===== config.mk =====
export PLATFORM = sky130hd
export DESIGN_NAME = mic_sample_conditioning_chain
export DESIGN_NICKNAME = d
export VERILOG_FILES = /design/src/hdl/mscc_pkg.sv /design/src/hdl/mic_sample_conditioning_chain.sv
export SDC_FILE = /design/constraint.sdc
export NUM_CORES = 1
export LEC_CHECK = 0
export ABC_AREA = 1
export BUFFER_PORTS_ARGS = -buffer_cell sky130_fd_sc_hd__buf_2
export CAP_MARGIN = 20
export CORE_AREA = 4 4 257 259
export DETAILED_ROUTE_END_ITERATION = 6
export DIE_AREA = 0 0 261 263
export PLACE_DENSITY = 0.56
export RECOVER_POWER = 25
export SLEW_MARGIN = 20
export SYNTH_ARGS = -nofsm -noshare
export SYNTH_HDL_FRONTEND = slang
export SYNTH_SLANG_ARGS = --single-unit

===== constraint.sdc =====
create_clock -name clk -period 18.04 [get_ports clk]
set_clock_uncertainty 0.2 [all_clocks]
set_input_delay 5.412 -clock clk [delete_from_list [all_inputs] [get_ports clk]]
set_output_delay 5.412 -clock clk [all_outputs]
set_load 0.01 [all_outputs]

===== src/hdl/mscc_pkg.sv =====
package mscc_pkg;

  // field and register widths
  localparam int unsigned RAW_W    = 32;
  localparam int unsigned SAMPLE_W = 16;
  localparam int unsigned NORM_W   = 18;
  localparam int unsigned GAIN_W   = 12;
  localparam int unsigned THR_W    = 16;
  localparam int unsigned ALPHA_W  = 16;
  localparam int unsigned CFG_W    = 16;
  localparam int unsigned CFG_IDX_W = 2;

  // shared multiplier operand and product widths
  localparam int unsigned OPA_W  = 18;
  localparam int unsigned OPB_W  = 17;
  localparam int unsigned PROD_W = OPA_W + OPB_W;
  localparam int unsigned SUM_W  = PROD_W + 1;

  localparam int unsigned NORM_SHIFT  = 14;
  localparam int unsigned GAIN_FRAC   = 8;
  localparam int unsigned ALPHA_FRAC  = 15;

  // register reset values
  localparam logic [GAIN_W-1:0]  GAIN_RESET  = 12'd512;
  localparam logic [THR_W-1:0]   GATE_RESET  = 16'd500;
  localparam logic [ALPHA_W-1:0] ALPHA_RESET = 16'd13107;
  localparam logic [ALPHA_W-1:0] ALPHA_ONE   = 16'd32768;

  // register indexes
  typedef enum logic [CFG_IDX_W-1:0] {
    REG_GAIN  = 2'd0,
    REG_GATE  = 2'd1,
    REG_ALPHA = 2'd2
  } reg_idx_t;

endpackage


===== src/hdl/mic_sample_conditioning_chain.sv =====
// channel  | direction | tdata fields (low bit up)      | width
// s_axis   | in        | raw_word                       | 32
// m_axis   | out       | filtered_sample                | 16
// cfg      | in        | gain, gate_threshold, alpha    | 16
//
// each item runs through these steps in order: accept (gain product), gate plus alpha
// product, (1-alpha)*previous product, sum and output load; one shared 18x17 multiplier
// makes the steps run one after another, as every step waits for its product register.
// s_tready is high only while the sequencer is idle; the final step waits while
// the output register still holds a result that is not taken.
// rst is synchronous, active high; registers return to their reset values and
// the previous output to zero.
module mic_sample_conditioning_chain (
  input  logic                                clk,
  input  logic                                rst,
  input  logic                                s_tvalid,
  output logic                                s_tready,
  input  logic [mscc_pkg::RAW_W-1:0]          s_tdata,   // [31:0] raw_word
  output logic                                m_tvalid,
  input  logic                                m_tready,
  output logic [mscc_pkg::SAMPLE_W-1:0]       m_tdata,   // [15:0] filtered_sample
  input  logic                                cfg_we,
  input  logic [mscc_pkg::CFG_IDX_W-1:0]      cfg_index,
  input  logic [mscc_pkg::CFG_W-1:0]          cfg_data
);
  import mscc_pkg::*;

  typedef enum logic [3:0] {
    ST_IDLE = 4'b0001,
    ST_GATE = 4'b0010,
    ST_PREV = 4'b0100,
    ST_SUM  = 4'b1000
  } state_t;

  state_t state, state_next;

  logic [GAIN_W-1:0]          gain;
  logic [THR_W-1:0]           gate_threshold;
  logic [ALPHA_W-1:0]         smoothing_alpha;
  logic signed [SAMPLE_W-1:0] previous_output;

  logic signed [PROD_W-1:0]   prod, prod_next;
  logic signed [PROD_W-1:0]   acc;
  logic signed [OPA_W-1:0]    op_a;
  logic signed [OPB_W-1:0]    op_b;

  logic signed [PROD_W-1:0]   gain_q;
  logic signed [SAMPLE_W-1:0] x_sat;
  logic signed [SAMPLE_W-1:0] x_gated;
  logic [SAMPLE_W:0]          x_mag;
  logic [ALPHA_W-1:0]         alpha_c;
  logic [ALPHA_W-1:0]         alpha_rest;
  logic signed [SUM_W-1:0]    sum;
  logic signed [SUM_W-1:0]    sum_rnd;
  logic signed [SAMPLE_W-1:0] y;

  logic out_valid;
  logic signed [SAMPLE_W-1:0] out_data;
  logic load_out;
  logic accept;

  assign s_tready = (state == ST_IDLE);
  assign accept   = s_tvalid && s_tready;
  assign m_tvalid = out_valid;
  assign m_tdata  = out_data;
  assign load_out = (state == ST_SUM) && (!out_valid || m_tready);

  // configuration registers
  always_ff @(posedge clk) begin
    if (rst) begin
      gain            <= GAIN_RESET;
      gate_threshold  <= GATE_RESET;
      smoothing_alpha <= ALPHA_RESET;
    end else if (cfg_we) begin
      unique case (cfg_index)
        REG_GAIN:  gain            <= cfg_data[GAIN_W-1:0];
        REG_GATE:  gate_threshold  <= cfg_data[THR_W-1:0];
        REG_ALPHA: smoothing_alpha <= cfg_data[ALPHA_W-1:0];
        default: ;
      endcase
    end
  end

  // alpha clamp and its complement
  always_comb begin
    alpha_c    = (smoothing_alpha > ALPHA_ONE) ? ALPHA_ONE : smoothing_alpha;
    alpha_rest = ALPHA_ONE - alpha_c;
  end

  // gain product: divide by 256 toward zero, saturate, gate
  always_comb begin
    gain_q = (prod + (prod[PROD_W-1] ? PROD_W'(255) : PROD_W'(0))) >>> GAIN_FRAC;
    if (gain_q > PROD_W'(32767))
      x_sat = 16'sh7fff;
    else if (gain_q < -PROD_W'(32768))
      x_sat = -16'sh8000;
    else
      x_sat = gain_q[SAMPLE_W-1:0];
    x_mag   = x_sat[SAMPLE_W-1] ? (SAMPLE_W+1)'(-{x_sat[SAMPLE_W-1], x_sat})
                                : {1'b0, x_sat};
    x_gated = (x_mag < {1'b0, gate_threshold}) ? '0 : x_sat;
  end

  // shared multiplier operand selection
  always_comb begin
    unique case (state)
      ST_IDLE: begin
        op_a = $signed(s_tdata[RAW_W-1:NORM_SHIFT]);
        op_b = $signed({{(OPB_W-GAIN_W){1'b0}}, gain});
      end
      ST_GATE: begin
        op_a = OPA_W'(x_gated);
        op_b = $signed({1'b0, alpha_c});
      end
      ST_PREV: begin
        op_a = OPA_W'(previous_output);
        op_b = $signed({1'b0, alpha_rest});
      end
      default: begin
        op_a = '0;
        op_b = '0;
      end
    endcase
    prod_next = op_a * op_b;
  end

  // filter sum: divide by 32768 toward zero
  always_comb begin
    sum     = SUM_W'(acc) + SUM_W'(prod);
    sum_rnd = sum + (sum[SUM_W-1] ? SUM_W'(32767) : SUM_W'(0));
    y       = sum_rnd[ALPHA_FRAC+SAMPLE_W-1:ALPHA_FRAC];
  end

  // sequencer
  always_comb begin
    state_next = state;
    unique case (state)
      ST_IDLE: if (accept) state_next = ST_GATE;
      ST_GATE: state_next = ST_PREV;
      ST_PREV: state_next = ST_SUM;
      ST_SUM:  if (load_out) state_next = ST_IDLE;
      default: state_next = ST_IDLE;
    endcase
  end

  always_ff @(posedge clk) begin
    if (rst) begin
      state <= ST_IDLE;
    end else begin
      state <= state_next;
    end
  end

  // product and accumulator registers
  always_ff @(posedge clk) begin
    if (state != ST_SUM) begin
      prod <= prod_next;
    end
    if (state == ST_PREV) begin
      acc <= prod;
    end
  end

  // output register and filter state
  always_ff @(posedge clk) begin
    if (rst) begin
      out_valid       <= 1'b0;
      previous_output <= '0;
    end else begin
      if (load_out) begin
        out_valid       <= 1'b1;
        previous_output <= y;
      end else if (m_tready) begin
        out_valid <= 1'b0;
      end
    end
  end

  always_ff @(posedge clk) begin
    if (load_out) begin
      out_data <= y;
    end
  end

  // checks
  a_accept_to_gate: assert property (@(posedge clk) disable iff (rst)
    accept |=> state == ST_GATE)
    else $error("accepted request did not start the gate step");

  a_fixed_steps: assert property (@(posedge clk) disable iff (rst)
    state == ST_GATE |=> state == ST_PREV ##1 state == ST_SUM)
    else $error("sequencer left its fixed multiply steps");

  a_prev_matches_out: assert property (@(posedge clk) disable iff (rst)
    m_tvalid |-> previous_output == out_data)
    else $error("filter state differs from the pending result");

  a_no_accept_busy: assert property (@(posedge clk) disable iff (rst)
    state != ST_IDLE |-> !s_tready)
    else $error("input ready while an item is in work");

endmodule


* After elaboration in Yosys (flattened, before gate mapping)
Index checks and enable logic that the tools add are counted.
Word-level totals: memory bits (writable) 0, bits in latches 0, bits of input ports 55, output and inout bits 18, memories kept 0, bits in read-only memories 0, logic and storage cells 52, bits in registers 151
Operators by class: order comparisons 4, shift operators 0, muxes and demuxes 14, reduce and logical (&&, ||, !) cells 10, add/sub/neg operators 5, equal/unequal tests 9, multiply operators 1, divide/modulo/power cells 0, bitwise gates (word level) 0
Operators by type and width (number):
- 16-bit two-way mux | 4
- 18-bit case mux with 3 select lines | 1
- 16-bit case mux with 3 select lines | 1
- 35-bit by 35-bit adder with 36-bit output | 1
- 35-bit by 9-bit adder with 35-bit output | 1
- 18-bit by 17-bit multiplier with 35-bit output | 1
- 31-bit by 16-bit adder with 31-bit output | 1
- 27-bit by 16-bit > comparator with 1-bit output, second input constant | 1
- 27-bit by 16-bit < comparator with 1-bit output, second input constant | 1
- 17-bit by 16-bit < comparator with 1-bit output | 1
- 17-bit two-way mux | 1
- 17-bit negator | 1
- 16-bit > comparator, second input constant | 1
- 4-bit case mux with 4 select lines | 1
- 16-bit subtractor, first input constant | 1
- 15-bit two-way mux | 1
- 4-bit two-way mux | 2
- 8-bit two-way mux | 1
- 2-bit AND reduction | 4
- 4-bit by 1-bit == test with 1-bit output, second input constant | 1
- 4-bit by 2-bit == test with 1-bit output, second input constant | 1
- 4-bit by 3-bit == test with 1-bit output, second input constant | 1
- 4-bit == test, second input constant | 1
- 4-bit inequality test, second input constant | 1
- 10 further kinds | 12

* Depth between registers and ports, before layout
depth after elaboration 11, depth in mapped cells 64, mapped depth without buffers 62

* Least setup slack after synthesis
Ideal clock, no wire load.
kind input to register, start point input s_tdata[31] (netlist name), end point register prod[34], data pin, arrival 10.834 ns, path slack 6.744 ns, stages on the path 22, setup time 0.262 ns, cells stage by stage nand2_1 -> nand3_4 -> buf_6 -> nand2_1 -> fa_1 -> inv_1 -> fa_1 -> fa_1 -> fa_1 -> fa_1 -> inv_1 -> fa_1 -> inv_1 -> ha_1 -> nand2_1 -> nor3_1 -> nand3_1 -> nand3_1 -> nand4_1 -> o211ai_1 -> a21oi_1 -> xor2_1
Between the ends: longest elaborated chain between the ends 2
Ends and longest elaborated chain:
- start: declaration | line mic_sample_conditioning_chain.sv:18 | input logic [mscc_pkg::RAW_W-1:0] s_tdata,
- 18-bit case mux with 3 select lines | line mic_sample_conditioning_chain.sv:106 | unique case (state)
- 18-bit by 17-bit multiplier with 35-bit output | line mic_sample_conditioning_chain.sv:124 | prod_next = op_a * op_b;
- named net prod_next[34] | line mic_sample_conditioning_chain.sv:42 | logic signed [PROD_W-1:0] prod, prod_next;
- end signal: assignment | line mic_sample_conditioning_chain.sv:157 | prod <= prod_next;
- end: declaration | line mic_sample_conditioning_chain.sv:42
The timed path passes the listed nets, and every way through them passes these cells. A chain may end at the register's enable or synchronous reset.

* Worst setup path after layout
start point register prod[34], end point register prod[34], data pin
Between the ends: longest elaborated chain between the ends 11, elaborated cells between the ends (all ways) 12
Ends and longest elaborated chain:
- 8-bit two-way mux | line mic_sample_conditioning_chain.sv:92 | gain_q = (prod + (prod[PROD_W-1] ? PROD_W'(255) : PROD_W'(0))) >>> GAIN_FRAC;
- 35-bit by 9-bit adder with 35-bit output (*) | line mic_sample_conditioning_chain.sv:92
- 27-bit by 16-bit < comparator with 1-bit output | line mic_sample_conditioning_chain.sv:95 | else if (gain_q < -PROD_W'(32768))
- 16-bit two-way mux | line mic_sample_conditioning_chain.sv:95
- 16-bit two-way mux (*) | line mic_sample_conditioning_chain.sv:93 | if (gain_q > PROD_W'(32767))
- 17-bit negator | line mic_sample_conditioning_chain.sv:99 | x_mag = x_sat[SAMPLE_W-1] ? (SAMPLE_W+1)'(-{x_sat[SAMPLE_W-1], x_sat})
- 17-bit two-way mux | line mic_sample_conditioning_chain.sv:99
- 17-bit by 16-bit < comparator with 1-bit output | line mic_sample_conditioning_chain.sv:101 | x_gated = (x_mag < {1'b0, gate_threshold}) ? '0 : x_sat;
- 16-bit two-way mux (*) | line mic_sample_conditioning_chain.sv:101
- 18-bit case mux with 3 select lines (*) | line mic_sample_conditioning_chain.sv:106
- 18-bit by 17-bit multiplier with 35-bit output (*) | line mic_sample_conditioning_chain.sv:124
- named net prod_next[34] | line mic_sample_conditioning_chain.sv:42
Mark *: on every way through the listed nets, which the timed path passes. The rest lies on a longest branch.

==> summary.txt <==
Post-layout min period -> 12110 ps
Fmax -> 82.58 MHz
Final #Nets -> 3446
Fill cells -> 6720
Clk_lat worst skew -> 460 ps
Via count -> 18530
Residual DRC -> 0
Max-slew violations -> 37
Number of synthesized flops with an enable pin -> 86
Most used cell, CP -> nand2_1
Drt initial violations -> 1465
Max VDD drop -> 0.06665 mV
CTS tree -> yes
Syn_area_per_cell -> 7.666 sq um
Comb pwr share -> 66.4%
Final ANT Viol Nets -> 0
Cell Area, Synth -> 22200 sq um
Multi-input logic area -> 15580 sq um
YS warnings -> 0
CP endpoint kind -> flop
Startpoint Class -> flop
Vias per Instance -> 4.871
Setup TNS -> 0 ps
Chip Width -> 261 um
Sequential area share after synthesis -> 17.49%
Setup bufs post-CTS -> 0
Relative slew slack -> -34.12%
FF+latch area -> 3884 sq um
Post-Syn Instances -> 2896
Clock Tree Root -> clkbuf_16
Gr usage total -> 18.89%
Post-CTS Resized -> 0
Leakage -> 12.12 nW
Critical path's largest stage delay -> 770 ps
Wire length per cell -> 16.83 um
TritonCTS Buffers -> 17
First-pass GRT wire length -> 101.1 mm
Worst Tran Pin Value -> 2012 ps
Switching Power -> 1.467 mW
Worst EP required -> 18020 ps
GPL Wtd Cong -> 0.9260
Crit Path Class -> flop to flop
Final HPWL DP -> 53.99 mm
Unrepaired setup endpoints after global routing -> false
Largest net degree at the start of global routing -> 44
Die height -> 263 um
Clk sink count -> 151
Final Hold Vio Count -> 0
Post-synth top flop -> edfxtp_1
Cell variety after synth -> 61
Yosys reg bits -> 151
Final setup viols -> 0
Syn nets -> 3407
Crit path DAT -> 12090 ps
Max-Cap Viols -> 1
Diode count -> 0
Hold Path Class -> flop to flop
Starting density of the core -> 34.75%
Post-route cell area -> 24040 sq um
Layout area overhead -> 8.268%
Dpl cell area -> 23440 sq um
Pwr Density -> 111.2 nW/um^2
Fraction of layout cells with a size suffix above 1 -> 5.868%
Status -> complete, but fails checks
Cts hold-fix bufs -> 0
Routed WL -> 63.99 mm
Crit path max fanout -> 19
Net Sw Frac -> 54.88%
Clk pwr share -> 13.5%
Total gr overflow -> 0
Fraction of registers with async set/reset -> 0%
CTS H-tree depth -> 4
Vias in the first global route -> 17960
1st-pass router iterations -> 6
Sequential power share -> 20.1%
Core area -> 63880 sq um
Initial antenna violation count -> 0
Clock buffer depth -> 2
Violated checks -> capacitance limit, slew limit
Clock slew at reported path FFs -> 80 ps
Port bufs -> 58
Internal power -> 1.206 mW
CP max-delay cell -> edfxtp_1
Row count -> 93
Num ports -> 73
Final worst-path cycle share -> 67.13%
Die area -> 68640 sq um
==> metrics by stage <==
stage	power (mW)	utilization (%)	setup WS, ps	hold slack, ps	std cells
after floorplan	1.800	-	6744	229.2	2896
after detailed placement	2.318	36.69	5849	251.5	3771
final	2.674	37.63	5930	268.5	3803
after CTS	2.692	37.63	5944	269.9	3803
after global placement	2.315	36.69	5863	249.9	3771
after global routing	2.945	37.63	5087	293.0	3803
==> flip-flops by register name (all words and copies together), names as in the netlist <==
signal and count:
gate_threshold 16, prod 35, previous_output 16, gain 12
m_tdata 16, acc 35, m_tvalid 1, smoothing_alpha 16
state 4
==> cells in the mapped netlist (9+ instances only) <==
library cell | instances | area share (%)
fa_1 | 294 | 27
nor2_1 | 248 | 4.2
nand2_1 | 627 | 11
o21bai_1 | 11 | 0.37
a21oi_1 | 191 | 4.3
xor2_1 | 47 | 1.9
o21a_1 | 10 | 0.34
dfxtp_1 | 65 | 5.9
ha_1 | 162 | 9.1
nand4_1 | 32 | 0.90
nand3_1 | 121 | 2.7
edfxtp_1 | 86 | 12
o21ai_0 | 114 | 2.6
nor2_2 | 9 | 0.25
clkbuf_1 | 34 | 0.57
nor3_1 | 23 | 0.52
xnor2_1 | 21 | 0.83
inv_1 | 650 | 11
o211ai_1 | 15 | 0.51
buf_2 | 13 | 0.29
==> layout by cell type (no fill, tap or decap), drive strengths merged, types with 2 or more instances in the layout <==
master / instances
clkbuf: 18
or2: 3
o211ai: 15
nor4: 3
ha: 162
o21bai: 18
nand3b: 5
a21oi: 191
a22o: 8
nor3: 27
buf: 75
nor3b: 3
a21o: 2
fa: 294
o31ai: 2
a2111oi: 2
and2: 3
a211oi: 5
nor2: 258
a21boi: 6
nand2: 640
xor2: 47
nand4: 32
inv: 663
nand3: 131
a31oi: 16
o21a: 10
clkinv: 12
xnor2: 21
o21ai: 119
edfxtp: 86
dfxtp: 65
==> routing by layer <==
layer | wire length [um] | part of all wire [%] | up-vias | GRT usage [%]
li1 | - | - | 9095 | -
met1 | 28650 | 45 | 8877 | 26.84
met2 | 29600 | 46 | 491 | 30.06
met3 | 4281 | 6.7 | 62 | 3.088
met4 | 1463 | 2.3 | 0 | 4.877
met5 | 0 | 0 | - | 0
==> path summary, 6_finish.rpt <==
kind / from / to / slack, ps / cells after the start
worst max-delay path: prod[34]$_DFFE_PP_ / prod[34]$_DFFE_PP_ / 5930 / 53
worst min-delay path: gate_threshold[1]$_SDFFE_PP0P_ / gate_threshold[1]$_SDFFE_PP0P_ / 270 / 2
worst max register to register: prod[34]$_DFFE_PP_ / prod[34]$_DFFE_PP_ / 5930 / 53
worst min register to register: gate_threshold[1]$_SDFFE_PP0P_ / gate_threshold[1]$_SDFFE_PP0P_ / 270 / 2
==> power groups by stage <==
stage	registers, mW	clock network, mW	logic [mW]
final	0.538	0.361	1.77
after global routing	0.542	0.383	2.02
after CTS	0.536	0.371	1.78
after detailed placement	0.544	0	1.77
after global placement	0.543	0	1.77
after floorplan	0.492	0	1.31
==> worst max-delay path: cells and delay by family, from the launching register on <==
family	cells	cell delay, ps
DFF	1	770
adders and majority gates	10	4470
AOI/OAI and AO/OA	5	1170
and+or+nand+nor	29	4390
xor gates and xnor gates	2	360
buffers and inverters	7	410
==> area by class of cell <==
class	instances	area share, %
Clock buffer	17	1.770
Clock inverter	15	0.7444
Inverter	660	10.31
Multi-Input combinational cell	2029	64.82
Sequential cell	151	16.16
Tap cell	855	4.451
Timing Repair Buffer	76	1.754
==> kinds of logic (layout without fill, tap and decap cells) <==
kind of cell,after synthesis,after routing,share of synthesized area (%)
buffers and inverters,716,768,12.37
AND/OR/NAND/NOR,1106,1106,21.11
XOR/XNOR,68,68,2.683
AO/OA/AOI/OAI,399,399,10.70
adder cells (fa/ha/maj),456,456,35.64
flip-flops,151,151,17.49
(Power assumes the default switching activity.)
